`config.mk`:
```
export PLATFORM = sky130hd
export DESIGN_NAME = postfix_expression_evaluator
export DESIGN_NICKNAME = d
export VERILOG_FILES = /design/src/rtl/core/pfe_pkg.sv /design/src/rtl/core/pfe_div.sv /design/src/rtl/core/postfix_expression_evaluator.sv
export SDC_FILE = /design/constraint.sdc
export NUM_CORES = 2
export LEC_CHECK = 0
export CORE_MARGIN = 3
export CORE_UTILIZATION = 25
export DETAILED_ROUTE_END_ITERATION = 7
export DONT_BUFFER_PORTS = 1
export PLACE_DENSITY = 0.42
export SLEW_MARGIN = 20
export SYNTH_ARGS = -nofsm -noshare
export SYNTH_HDL_FRONTEND = slang
export SYNTH_SLANG_ARGS = --single-unit
```
`constraint.sdc`:
```
create_clock -name clk_i -period 19.3 [get_ports clk_i]
set_input_delay 3.86 -clock clk_i [delete_from_list [all_inputs] [get_ports clk_i]]
set_output_delay 3.86 -clock clk_i [all_outputs]
set_load 0.03 [all_outputs]
```
`src/rtl/core/pfe_pkg.sv`:
```
// Shared constants and types of the postfix expression evaluator.
package pfe_pkg;

  localparam int unsigned DATA_W      = 32;
  localparam int unsigned SYM_W       = 8;
  localparam int unsigned STACK_DEPTH = 32;
  localparam int unsigned ADDR_W      = $clog2(STACK_DEPTH);
  localparam int unsigned CNT_W       = $clog2(STACK_DEPTH + 1);
  localparam int unsigned ENTRIES_W   = 6;
  localparam int unsigned DIV_CNT_W   = $clog2(DATA_W);

  localparam logic [SYM_W-1:0] SYM_PLUS  = 8'h2B;
  localparam logic [SYM_W-1:0] SYM_MINUS = 8'h2D;
  localparam logic [SYM_W-1:0] SYM_MUL   = 8'h2A;
  localparam logic [SYM_W-1:0] SYM_DIV   = 8'h2F;
  localparam logic [SYM_W-1:0] SYM_ZERO  = 8'h30;
  localparam logic [SYM_W-1:0] SYM_NINE  = 8'h39;

  typedef enum logic [3:0] {
    ST_IDLE,
    ST_POP1,
    ST_WAIT1,
    ST_POP2,
    ST_WAIT2,
    ST_CALC,
    ST_DIV,
    ST_PUSH,
    ST_FPOP,
    ST_FWAIT,
    ST_EMIT
  } pfe_state_e;

  typedef struct packed {
    logic              done;
    logic              div_zero;
    logic [DATA_W-1:0] quot;
  } pfe_div_res_t;

endpackage

```
`src/rtl/core/pfe_div.sv`:
```
// Bit-serial signed 32-bit divider, truncating toward zero, one quotient bit per cycle.
module pfe_div import pfe_pkg::*; (
  input  logic               clk_i,
  input  logic               rst_ni,
  input  logic               start_i,
  input  logic [DATA_W-1:0]  num_i,
  input  logic [DATA_W-1:0]  den_i,
  output pfe_div_res_t       res_o
);

  logic                 busy_q, busy_d;
  logic                 done_q, done_d;
  logic [DIV_CNT_W-1:0] cnt_q, cnt_d;
  logic                 neg_q;
  logic                 dz_q;
  logic [DATA_W-1:0]    quo_q;
  logic [DATA_W-1:0]    rem_q;
  logic [DATA_W-1:0]    den_q;
  logic [DATA_W-1:0]    un;
  logic [DATA_W-1:0]    ud;
  logic [DATA_W:0]      trial;
  logic [DATA_W:0]      diff;

  assign un    = num_i[DATA_W-1] ? (DATA_W'(0) - num_i) : num_i;
  assign ud    = den_i[DATA_W-1] ? (DATA_W'(0) - den_i) : den_i;
  assign trial = {rem_q, quo_q[DATA_W-1]};
  assign diff  = trial - {1'b0, den_q};

  always_comb begin
    busy_d = busy_q;
    done_d = 1'b0;
    cnt_d  = cnt_q;
    if (start_i) begin
      if (ud == '0) begin
        busy_d = 1'b0;
        done_d = 1'b1;
      end else begin
        busy_d = 1'b1;
        cnt_d  = DIV_CNT_W'(DATA_W - 1);
      end
    end else if (busy_q) begin
      cnt_d = cnt_q - DIV_CNT_W'(1);
      if (cnt_q == '0) begin
        busy_d = 1'b0;
        done_d = 1'b1;
      end
    end
  end

  always_ff @(posedge clk_i or negedge rst_ni) begin
    if (!rst_ni) begin
      busy_q <= 1'b0;
      done_q <= 1'b0;
      cnt_q  <= '0;
    end else begin
      busy_q <= busy_d;
      done_q <= done_d;
      cnt_q  <= cnt_d;
    end
  end

  always_ff @(posedge clk_i) begin
    if (start_i) begin
      neg_q <= num_i[DATA_W-1] ^ den_i[DATA_W-1];
      rem_q <= '0;
      den_q <= ud;
      dz_q  <= (ud == '0);
      quo_q <= (ud == '0) ? '0 : un;
    end else if (busy_q) begin
      if (!diff[DATA_W]) begin
        rem_q <= diff[DATA_W-1:0];
        quo_q <= {quo_q[DATA_W-2:0], 1'b1};
      end else begin
        rem_q <= trial[DATA_W-1:0];
        quo_q <= {quo_q[DATA_W-2:0], 1'b0};
      end
    end
  end

  assign res_o.done     = done_q;
  assign res_o.div_zero = dz_q;
  assign res_o.quot     = neg_q ? (DATA_W'(0) - quo_q) : quo_q;

endmodule

```
`src/rtl/core/postfix_expression_evaluator.sv`:
```
// Top level of the postfix expression evaluator: operand stack memory and sequencer.
//
// Input channel (in_valid_i/in_ready_o) takes one expression character per item
// together with end_of_expr_i. Output channel (out_valid_o/out_ready_i) gives one
// item per expression: the popped top word, the sticky error flags and the
// number of stack entries left.
// One item is processed at a time; in_ready_o is high only while the sequencer
// waits for an item. A digit is one write to the stack memory. An operator takes
// two pops, each a synchronous read of the stack memory, then the operation and
// the write-back push. A division runs in the bit-serial divider, one quotient
// bit per cycle, which skips the serial steps for a zero divisor. The last item
// adds the final pop and the load of the output register.
// The output register holds a result until it is taken; the block keeps taking
// items meanwhile and stalls only when a new result finds it still full.
// Reset empties the stack and clears the flags; stack memory contents are not
// cleared, since only written entries are ever read.
module postfix_expression_evaluator import pfe_pkg::*; (
  input  logic                        clk_i,
  input  logic                        rst_ni,
  input  logic                        in_valid_i,
  output logic                        in_ready_o,
  input  logic [SYM_W-1:0]            symbol_i,
  input  logic                        end_of_expr_i,
  output logic                        out_valid_o,
  input  logic                        out_ready_i,
  output logic signed [DATA_W-1:0]    result_value_o,
  output logic                        underflow_seen_o,
  output logic                        overflow_seen_o,
  output logic                        div_zero_seen_o,
  output logic [ENTRIES_W-1:0]        entries_left_o
);

  pfe_state_e           state_q, state_d;
  logic [CNT_W-1:0]     cnt_q, cnt_d;
  logic                 uf_q, uf_d;
  logic                 of_q, of_d;
  logic                 dz_q, dz_d;
  logic                 out_valid_q, out_valid_d;
  logic [SYM_W-1:0]     sym_q, sym_d;
  logic                 last_q, last_d;
  logic [DATA_W-1:0]    opa_q, opa_d;
  logic [DATA_W-1:0]    opb_q, opb_d;
  logic [DATA_W-1:0]    res_q, res_d;
  logic [DATA_W-1:0]    out_val_q;
  logic                 out_uf_q, out_of_q, out_dz_q;
  logic [ENTRIES_W-1:0] out_cnt_q;

  logic [DATA_W-1:0]    stack_mem [STACK_DEPTH];
  logic [DATA_W-1:0]    rd_data_q;
  logic [ADDR_W-1:0]    rd_addr;
  logic                 mem_we;
  logic [ADDR_W-1:0]    mem_waddr;
  logic [DATA_W-1:0]    mem_wdata;

  logic                 in_acc;
  logic                 in_digit;
  logic                 cnt_empty;
  logic                 cnt_full;
  logic                 load_out;
  logic                 div_start;
  logic [SYM_W-1:0]     digit_val;
  logic [CNT_W-1:0]     cnt_dec;
  pfe_div_res_t         div_res;

  assign in_acc    = in_valid_i && in_ready_o;
  assign in_digit  = (symbol_i >= SYM_ZERO) && (symbol_i <= SYM_NINE);
  assign digit_val = symbol_i - SYM_ZERO;
  assign cnt_empty = (cnt_q == '0);
  assign cnt_full  = (cnt_q >= CNT_W'(STACK_DEPTH));
  assign cnt_dec   = cnt_q - CNT_W'(1);
  assign rd_addr   = cnt_dec[ADDR_W-1:0];
  assign in_ready_o = (state_q == ST_IDLE);

  always_comb begin
    state_d = state_q;
    unique case (state_q)
      ST_IDLE: begin
        if (in_acc) begin
          if (!in_digit) begin
            state_d = ST_POP1;
          end else if (end_of_expr_i) begin
            state_d = ST_FPOP;
          end
        end
      end
      ST_POP1:  state_d = cnt_empty ? ST_POP2 : ST_WAIT1;
      ST_WAIT1: state_d = ST_POP2;
      ST_POP2:  state_d = cnt_empty ? ST_CALC : ST_WAIT2;
      ST_WAIT2: state_d = ST_CALC;
      ST_CALC:  state_d = (sym_q == SYM_DIV) ? ST_DIV : ST_PUSH;
      ST_DIV: begin
        if (div_res.done) begin
          state_d = ST_PUSH;
        end
      end
      ST_PUSH:  state_d = last_q ? ST_FPOP : ST_IDLE;
      ST_FPOP:  state_d = cnt_empty ? ST_EMIT : ST_FWAIT;
      ST_FWAIT: state_d = ST_EMIT;
      ST_EMIT: begin
        if (!out_valid_q || out_ready_i) begin
          state_d = ST_IDLE;
        end
      end
      default:  state_d = ST_IDLE;
    endcase
  end

  always_comb begin
    cnt_d     = cnt_q;
    uf_d      = uf_q;
    of_d      = of_q;
    dz_d      = dz_q;
    sym_d     = sym_q;
    last_d    = last_q;
    opa_d     = opa_q;
    opb_d     = opb_q;
    res_d     = res_q;
    mem_we    = 1'b0;
    mem_waddr = cnt_q[ADDR_W-1:0];
    mem_wdata = res_q;
    div_start = 1'b0;
    load_out  = 1'b0;
    unique case (state_q)
      ST_IDLE: begin
        if (in_acc) begin
          sym_d  = symbol_i;
          last_d = end_of_expr_i;
          if (in_digit) begin
            if (cnt_full) begin
              of_d = 1'b1;
            end else begin
              mem_we    = 1'b1;
              mem_wdata = DATA_W'(digit_val);
              cnt_d     = cnt_q + CNT_W'(1);
            end
          end
        end
      end
      ST_POP1: begin
        if (cnt_empty) begin
          uf_d  = 1'b1;
          opa_d = '0;
        end else begin
          cnt_d = cnt_dec;
        end
      end
      ST_WAIT1: opa_d = rd_data_q;
      ST_POP2: begin
        if (cnt_empty) begin
          uf_d  = 1'b1;
          opb_d = '0;
        end else begin
          cnt_d = cnt_dec;
        end
      end
      ST_WAIT2: opb_d = rd_data_q;
      ST_CALC: begin
        priority if (sym_q == SYM_PLUS) begin
          res_d = opb_q + opa_q;
        end else if (sym_q == SYM_MINUS) begin
          res_d = opb_q - opa_q;
        end else if (sym_q == SYM_MUL) begin
          res_d = opb_q * opa_q;
        end else if (sym_q == SYM_DIV) begin
          div_start = 1'b1;
        end else begin
          res_d = '0;
        end
      end
      ST_DIV: begin
        if (div_res.done) begin
          res_d = div_res.quot;
          dz_d  = dz_q | div_res.div_zero;
        end
      end
      ST_PUSH: begin
        if (cnt_full) begin
          of_d = 1'b1;
        end else begin
          mem_we = 1'b1;
          cnt_d  = cnt_q + CNT_W'(1);
        end
      end
      ST_FPOP: begin
        if (cnt_empty) begin
          uf_d  = 1'b1;
          res_d = '0;
        end else begin
          cnt_d = cnt_dec;
        end
      end
      ST_FWAIT: res_d = rd_data_q;
      ST_EMIT: begin
        if (!out_valid_q || out_ready_i) begin
          load_out = 1'b1;
          cnt_d    = '0;
          uf_d     = 1'b0;
          of_d     = 1'b0;
          dz_d     = 1'b0;
        end
      end
      default: begin
        cnt_d = cnt_q;
      end
    endcase
  end

  always_comb begin
    out_valid_d = out_valid_q;
    if (load_out) begin
      out_valid_d = 1'b1;
    end else if (out_ready_i) begin
      out_valid_d = 1'b0;
    end
  end

  always_ff @(posedge clk_i or negedge rst_ni) begin
    if (!rst_ni) begin
      state_q     <= ST_IDLE;
      cnt_q       <= '0;
      uf_q        <= 1'b0;
      of_q        <= 1'b0;
      dz_q        <= 1'b0;
      out_valid_q <= 1'b0;
    end else begin
      state_q     <= state_d;
      cnt_q       <= cnt_d;
      uf_q        <= uf_d;
      of_q        <= of_d;
      dz_q        <= dz_d;
      out_valid_q <= out_valid_d;
    end
  end

  always_ff @(posedge clk_i) begin
    sym_q  <= sym_d;
    last_q <= last_d;
    opa_q  <= opa_d;
    opb_q  <= opb_d;
    res_q  <= res_d;
    if (load_out) begin
      out_val_q <= res_q;
      out_uf_q  <= uf_q;
      out_of_q  <= of_q;
      out_dz_q  <= dz_q;
      out_cnt_q <= ENTRIES_W'(cnt_q);
    end
  end

  always_ff @(posedge clk_i) begin
    if (mem_we) begin
      stack_mem[mem_waddr] <= mem_wdata;
    end
    rd_data_q <= stack_mem[rd_addr];
  end

  pfe_div u_div (
    .clk_i   (clk_i),
    .rst_ni  (rst_ni),
    .start_i (div_start),
    .num_i   (opb_q),
    .den_i   (opa_q),
    .res_o   (div_res)
  );

  assign out_valid_o      = out_valid_q;
  assign result_value_o   = $signed(out_val_q);
  assign underflow_seen_o = out_uf_q;
  assign overflow_seen_o  = out_of_q;
  assign div_zero_seen_o  = out_dz_q;
  assign entries_left_o   = out_cnt_q;

endmodule

```
# After elaboration in Yosys (flattened, before gate mapping)
# Memories as Yosys holds them, arrays and structs flattened. A register that Yosys moved wholly into a read port is not among the register bits.
# Index checks and enable logic that the tools add are counted.
dict set report totals {
  reg_bits 265
  ram_bits 1024
  input_bits 13
  out_inout_bits 43
  elab_cells 168
  mem_count 1
}
dict set report op_classes {
  addsub 10
  n_mul 1
  magnitude_cmp 3
  eq_ne 26
  n_mux 73
  bitwise 2
  n_reduce_logical 28
}
# name words word_bits rd rd_ports_with_merged_regs write_ports line
set mem_list {}
lappend mem_list {stack_mem 32 32 1 1 1 postfix_expression_evaluator.sv:48} ;# logic [DATA_W-1:0] stack_mem [STACK_DEPTH];
# operator count
set op_table {}
lappend op_table {{2-to-1 mux 32 bit} 17}
lappend op_table {{case mux 32 bit (2 select lines)} 2}
lappend op_table {{case mux 32 bit (4 select lines)} 1}
lappend op_table {{subtractor 1 x 32 -> 32 bit, first input constant} 3}
lappend op_table {{case mux 4 bit (11 select lines)} 1}
lappend op_table {{subtractor 33 x 32 -> 33 bit} 1}
lappend op_table {{adder 32 bit} 1}
lappend op_table {{equality test 8 x 6 -> 1 bit, second input constant} 4}
lappend op_table {{logical NOT 32 bit} 1}
lappend op_table {{multiplier 32 x 32 -> 32 bit} 1}
lappend op_table {{2-to-1 mux 1 bit} 32}
lappend op_table {{subtractor 32 bit} 1}
lappend op_table {{2-to-1 mux 6 bit} 5}
lappend op_table {{2-to-1 mux 4 bit} 6}
lappend op_table {{case mux 6 bit (4 select lines)} 1}
lappend op_table {{equality test 4 x 3 -> 1 bit, second input constant} 4}
lappend op_table {{2-to-1 mux 5 bit} 3}
lappend op_table {{equality test 4 bit, second input constant} 3}
lappend op_table {{inequality test 2 bit, second input constant} 6}
lappend op_table {{AND reduction 4 bit} 3}
lappend op_table {{nonzero test 2 bit} 6}
lappend op_table {{equality test 4 x 2 -> 1 bit, second input constant} 2}
lappend op_table {{greater-or-equal comparator 8 x 6 -> 1 bit, second input constant} 1}
lappend op_table {{<= comparator 8 x 6 -> 1 bit, second input constant} 1}
lappend op_table {{26 further kinds} 37}

# Longest topological paths before layout
dict set report logic_depth {
  ltp_word 8
  mapped_depth 29
  mapped_depth_nobuf 26
}

# By module
# Synthesis repeated with hierarchy kept, for this count alone.
dict set report hier_totals {
  hier_cells 5234
  hier_area_um2 73445.4
}
# mod instances cells_each area_each_um2 seq_area_each_um2
set modules_own_cells {}
lappend modules_own_cells {postfix_expression_evaluator 1 4289 65216.3 36124.6}
lappend modules_own_cells {pfe_div 1 945 8229.1 2797.7}

# Least setup slack after synthesis
# Ideal clock, no wire load.
dict set report synth_path {
  path_type {reg-to-reg}
  startpoint {register opa_q[6]}
  endpoint {register res_q[31] (data pin)}
  setup_ns 0.265
  arrival_time_ns 7.361
  t_required_ns 19.035
  path_slack_ns 11.674
  stages_incl_launch_ff 27
  n_path_buf 2
  period_less_slack_ns 7.626
  path_cell_list {edfxtp_1 -> clkbuf_1 -> clkbuf_1 -> and2_1 -> fa_1 -> fa_1 -> fa_1 -> inv_1 -> fa_1 -> inv_1 -> fa_1 -> inv_1 -> fa_1 -> inv_1 -> fa_1 -> fa_1 -> ha_1 -> a21o_1 -> a21o_1 -> a221o_1 -> a32oi_1 -> a21bo_2 -> o41ai_1 -> o21ai_0 -> xnor2_1 -> a22oi_1 -> nand2_1}
}
dict set report synth_between {
  elab_chain_len 5
  elab_cells_between_ends 7
  cone_classes {add/sub (2); mul (1); mux (4)}
}
# element line
set synth_lines {}
lappend synth_lines {{start: declaration} postfix_expression_evaluator.sv:41} ;# logic [DATA_W-1:0] opa_q, opa_d;
lappend synth_lines {{start signal: assignment} postfix_expression_evaluator.sv:238} ;# opa_q <= opa_d;
lappend synth_lines {{multiplier 32 x 32 -> 32 bit} postfix_expression_evaluator.sv:163} ;# res_d = opb_q * opa_q;
lappend synth_lines {{2-to-1 mux 32 bit} postfix_expression_evaluator.sv:162} ;# end else if (sym_q == SYM_MUL) begin
lappend synth_lines {{2-to-1 mux 32 bit} postfix_expression_evaluator.sv:160} ;# end else if (sym_q == SYM_MINUS) begin
lappend synth_lines {{2-to-1 mux 32 bit *} postfix_expression_evaluator.sv:158} ;# priority if (sym_q == SYM_PLUS) begin
lappend synth_lines {{case mux 32 bit (4 select lines) *} postfix_expression_evaluator.sv:123} ;# unique case (state_q)
lappend synth_lines {{net res_d[31]} postfix_expression_evaluator.sv:43} ;# logic [DATA_W-1:0] res_q, res_d;
lappend synth_lines {{end signal: assignment} postfix_expression_evaluator.sv:240} ;# res_q <= res_d;
lappend synth_lines {{end: declaration} postfix_expression_evaluator.sv:43}
# Mark *: on every way through the listed nets, which the timed path passes. The rest lies on a longest branch.
# A chain may end at the register's enable or synchronous reset.

# Final worst setup path
dict set report layout_path {
  startpoint {register opb_q[1]}
  endpoint {register res_q[31] (data pin)}
}
dict set report layout_between {
  elab_chain_len 5
  elab_cells_between_ends 7
  cone_classes {add/sub (2); mul (1); mux (4)}
}
# element line
set layout_lines {}
lappend layout_lines {{start: declaration} postfix_expression_evaluator.sv:42} ;# logic [DATA_W-1:0] opb_q, opb_d;
lappend layout_lines {{start signal: assignment} postfix_expression_evaluator.sv:239} ;# opb_q <= opb_d;
lappend layout_lines {{multiplier 32 x 32 -> 32 bit} postfix_expression_evaluator.sv:163}
lappend layout_lines {{2-to-1 mux 32 bit} postfix_expression_evaluator.sv:162}
lappend layout_lines {{2-to-1 mux 32 bit} postfix_expression_evaluator.sv:160}
lappend layout_lines {{2-to-1 mux 32 bit *} postfix_expression_evaluator.sv:158}
lappend layout_lines {{case mux 32 bit (4 select lines) *} postfix_expression_evaluator.sv:123}
lappend layout_lines {{net res_d[31]} postfix_expression_evaluator.sv:43}
# Marks and branches as above.

==> impl_metrics.toml <==
[critical_path]
max_stage_delay_ps = 1140
arrival_ps = 9510
cp_slowest_cell = "edfxtp_1"
worst-path-buf-inv = 4
critPathKind = "flip-flop to flip-flop"
start_kind = "flip-flop"
required_ps = 19840
path_cells = "inv_1 > buf_4 > nor2_1 > fa_1 > ha_1 > fa_1 > ha_1 > fa_1 > inv_1 > fa_1 > inv_1 > fa_1 > fa_1 > ha_1 > a21o_1 > a21o_1 > a221o_1 > a32oi_1 > a21bo_2 > o41ai_1 > o21ai_0 > xnor2_1 > a22oi_1 > nand2_1"
critPathCaptureType = "flip-flop"
worst_path_most_repeated_cell = "fa_1"
crit_fanout = 20
crit_family = "adder cells"
r2r_slack_ps = 10330

[synthesis]
ys_top_cells_by_area = "edfxtp_1 51%, fa_1 11%, mux4_2 9.8%"
syn-mean-instance-area_sq_um = 14.05
synth_area_sq_um = 73390
async_flop_share_pct = 1.590
netlist.area_leader.share_pct = 50.58
ys_dominant_reg_cell = "edfxtp_1"
yosysWarnings = 0
synth_seq_area_share_pct = 53.04
syn-num-nets = 5876
syn_inst = 5225
yosys.cell_types.count = 84
synth_edf_count = 1236
yosysTopAreaCell = "edfxtp_1"
synth-seq-cells = 1321

[place]
portBuffers = 0
dp_hpwl_um = 155500
placed_cells = 8964
postPlaceCellArea_sq_um = 78610
gp_congestion = 0.8856

[grt]
grt_overflow_total = 0
grt_antenna_before_repair = 19
first_global_vias = 46190
grt_max_degree = 93
grt_usage_pct = 16.29
grt_pass1_wl_um = 352500

[sta]
fin_crit_sh_pct = 46.50
setup_tns_ps = 0
hold_viol = 0
finalSetupViolations = 0
slew_headroom_pct = 20.35
maxSlewViolCount = 0
max_freq_mhz = 111.4
worst_pin_slew_ps = 1195
rsz0062_at_grt = "false"
fin_worst_skew_ps = 54.21
fin_crit_ps = 8974

[die]
rows = 198
ios = 56
die-area_sq_um = 300100
die_h_um = 547.8
die_w_um = 547.8
core_sq_um = 291600
initial_core_util_pct = 25.17

[drt]
drcViolationCount = 0
wirelength_um = 246600
wl_per_cell_um = 26.64
drtPass1Iterations = 7
ant_nets = 0
num_vias = 43990
vias_per_cell = 4.753
dr.first_iter.drc_count = 3785

[clock_tree]
ctsResizeCount = 0
post-cts-setup-buffer-count = 0
cts.sink_count = 1321
path_clk_slew_ps = 70
cts_made_buffers = 153
cts_max_level = 4
cts_tree = "built"
clk_path_buf_depth = 3
cts-hold-fix-buffers = 0
clk_latency_ps = 830
ctsRootBufferMaster = "clkbuf_16"

[cells_and_area]
layout-drive-gt1-share_pct = 14.73
nNetsFinal = 5874
synthToLayoutAreaGrowth_pct = 13.83
nFillCells = 29460
final_area_sq_um = 83540
instances_no_fill = 9255

[worst_hold_path]
min_path_type = "flip-flop to flip-flop"

[run_status]
status = "finished clean"

[job]
cap_violations = 0
==> registers in the layout, summed over array words and instances, names as in the netlist, 32 cells and up <==
name and flops:
stack_mem 1024, u_div.den_q 32, u_div.rem_q 32, result_value_o 32, rd_data_q 32, opb_q 32, res_q 32, u_div.quo_q 32
opa_q 32
==> layout make-up <==
| type | count | area [sq um] | share of cell area, % |
|---|---|---|---|
| sequential | 1321 | 38930 | 46.60 |
| timing repair buffer | 141 | 1151 | 1.378 |
| tap | 3900 | 4880 | 5.841 |
| multi-input combinational | 3107 | 31840 | 38.12 |
| clock buffer | 205 | 4034 | 4.829 |
| clock inverter | 76 | 813.3 | 0.9736 |
| antenna | 6 | 15.01 | 0.01797 |
| inverter | 499 | 1873 | 2.242 |
==> per-stage QoR <==
step | setup slack [ps] | utilization (%) | hold WS [ps]
6_report | 10330 | 28.65 | 468.4
5_1_grt | 10110 | 28.64 | 498.9
4_1_cts | 10510 | 28.62 | 476.1
3_5_place_dp | 10610 | 26.96 | 465.2
3_3_place_gp | 10750 | 26.94 | 456.1
2_1_floorplan | 11670 | - | 417.4
==> layout by cell type (no fill, tap or decap), drive strengths merged, types with 63 or more instances in the layout <==
master  count
edfxtp   1236
inv       503
fa        411
nand2     374
mux4      320
and2      284
ha        227
nor2      224
clkbuf    205
xnor2     158
a21oi     150
o21ai     141
buf       141
and3       74
clkinv     67
o31ai      65
dfxtp      64
xor2       63
==> per-layer routing <==
layer | vias up | global-route usage, % | share of wire (%)
met1 | 23550 | 21.42 | 43
met5 | - | 0 | 0.0053
li1 | 18950 | - | -
met2 | 1196 | 28.15 | 50
met3 | 287 | 2.196 | 4.6
met4 | 2 | 4.261 | 2.5
==> worst paths after layout <==
path / cells after the start / endpoint / from
max in group asynchronous: 0 / cnt_q[0]$_DFFE_PN0P_ / rst_ni
min in group asynchronous: 0 / out_valid_o$_DFFE_PN0P_ / rst_ni
worst min register to register: 0 / underflow_seen_o$_DFFE_PP_ / uf_q$_DFFE_PN0P_
worst min-delay path: 0 / underflow_seen_o$_DFFE_PP_ / uf_q$_DFFE_PN0P_
worst max-delay path: 24 / res_q[31]$_DFFE_PP_ / opb_q[1]$_SDFFCE_PN0P_
worst max register to register: 24 / res_q[31]$_DFFE_PP_ / opb_q[1]$_SDFFCE_PN0P_
==> logic make-up (layout without fill, tap and decap cells) <==
kind of cell / after synthesis / in the layout / share of synthesized area, %
compound gates: 662 / 662 / 6.078
flops: 1321 / 1321 / 53.04
other cells: 0 / 6 / 0
xor+xnor: 221 / 221 / 2.638
fa+ha+maj: 638 / 638 / 15.08
simple gates: 1189 / 1189 / 8.139
buf+inv: 797 / 921 / 4.087
mux: 397 / 397 / 10.94
==> cell usage after synthesis (31+ instances only) <==
cell type,number
edfxtp_1,1236
buf_1,35
inv_1,498
nand2b_1,36
nor2_1,224
o21ai_0,139
dfxtp_1,64
and2_1,284
nand3_1,35
mux2i_1,37
clkbuf_1,257
fa_1,411
mux2_2,40
nand2_1,374
nor3_1,31
xnor2_1,158
and3_1,74
a21oi_1,150
mux4_2,320
ha_1,227
a21o_1,40
o31ai_1,64
xor2_1,63
Power is left out: the tool's default activity adds up to more than one toggle a clock period on the data nets, which glitch-free logic cannot reach.
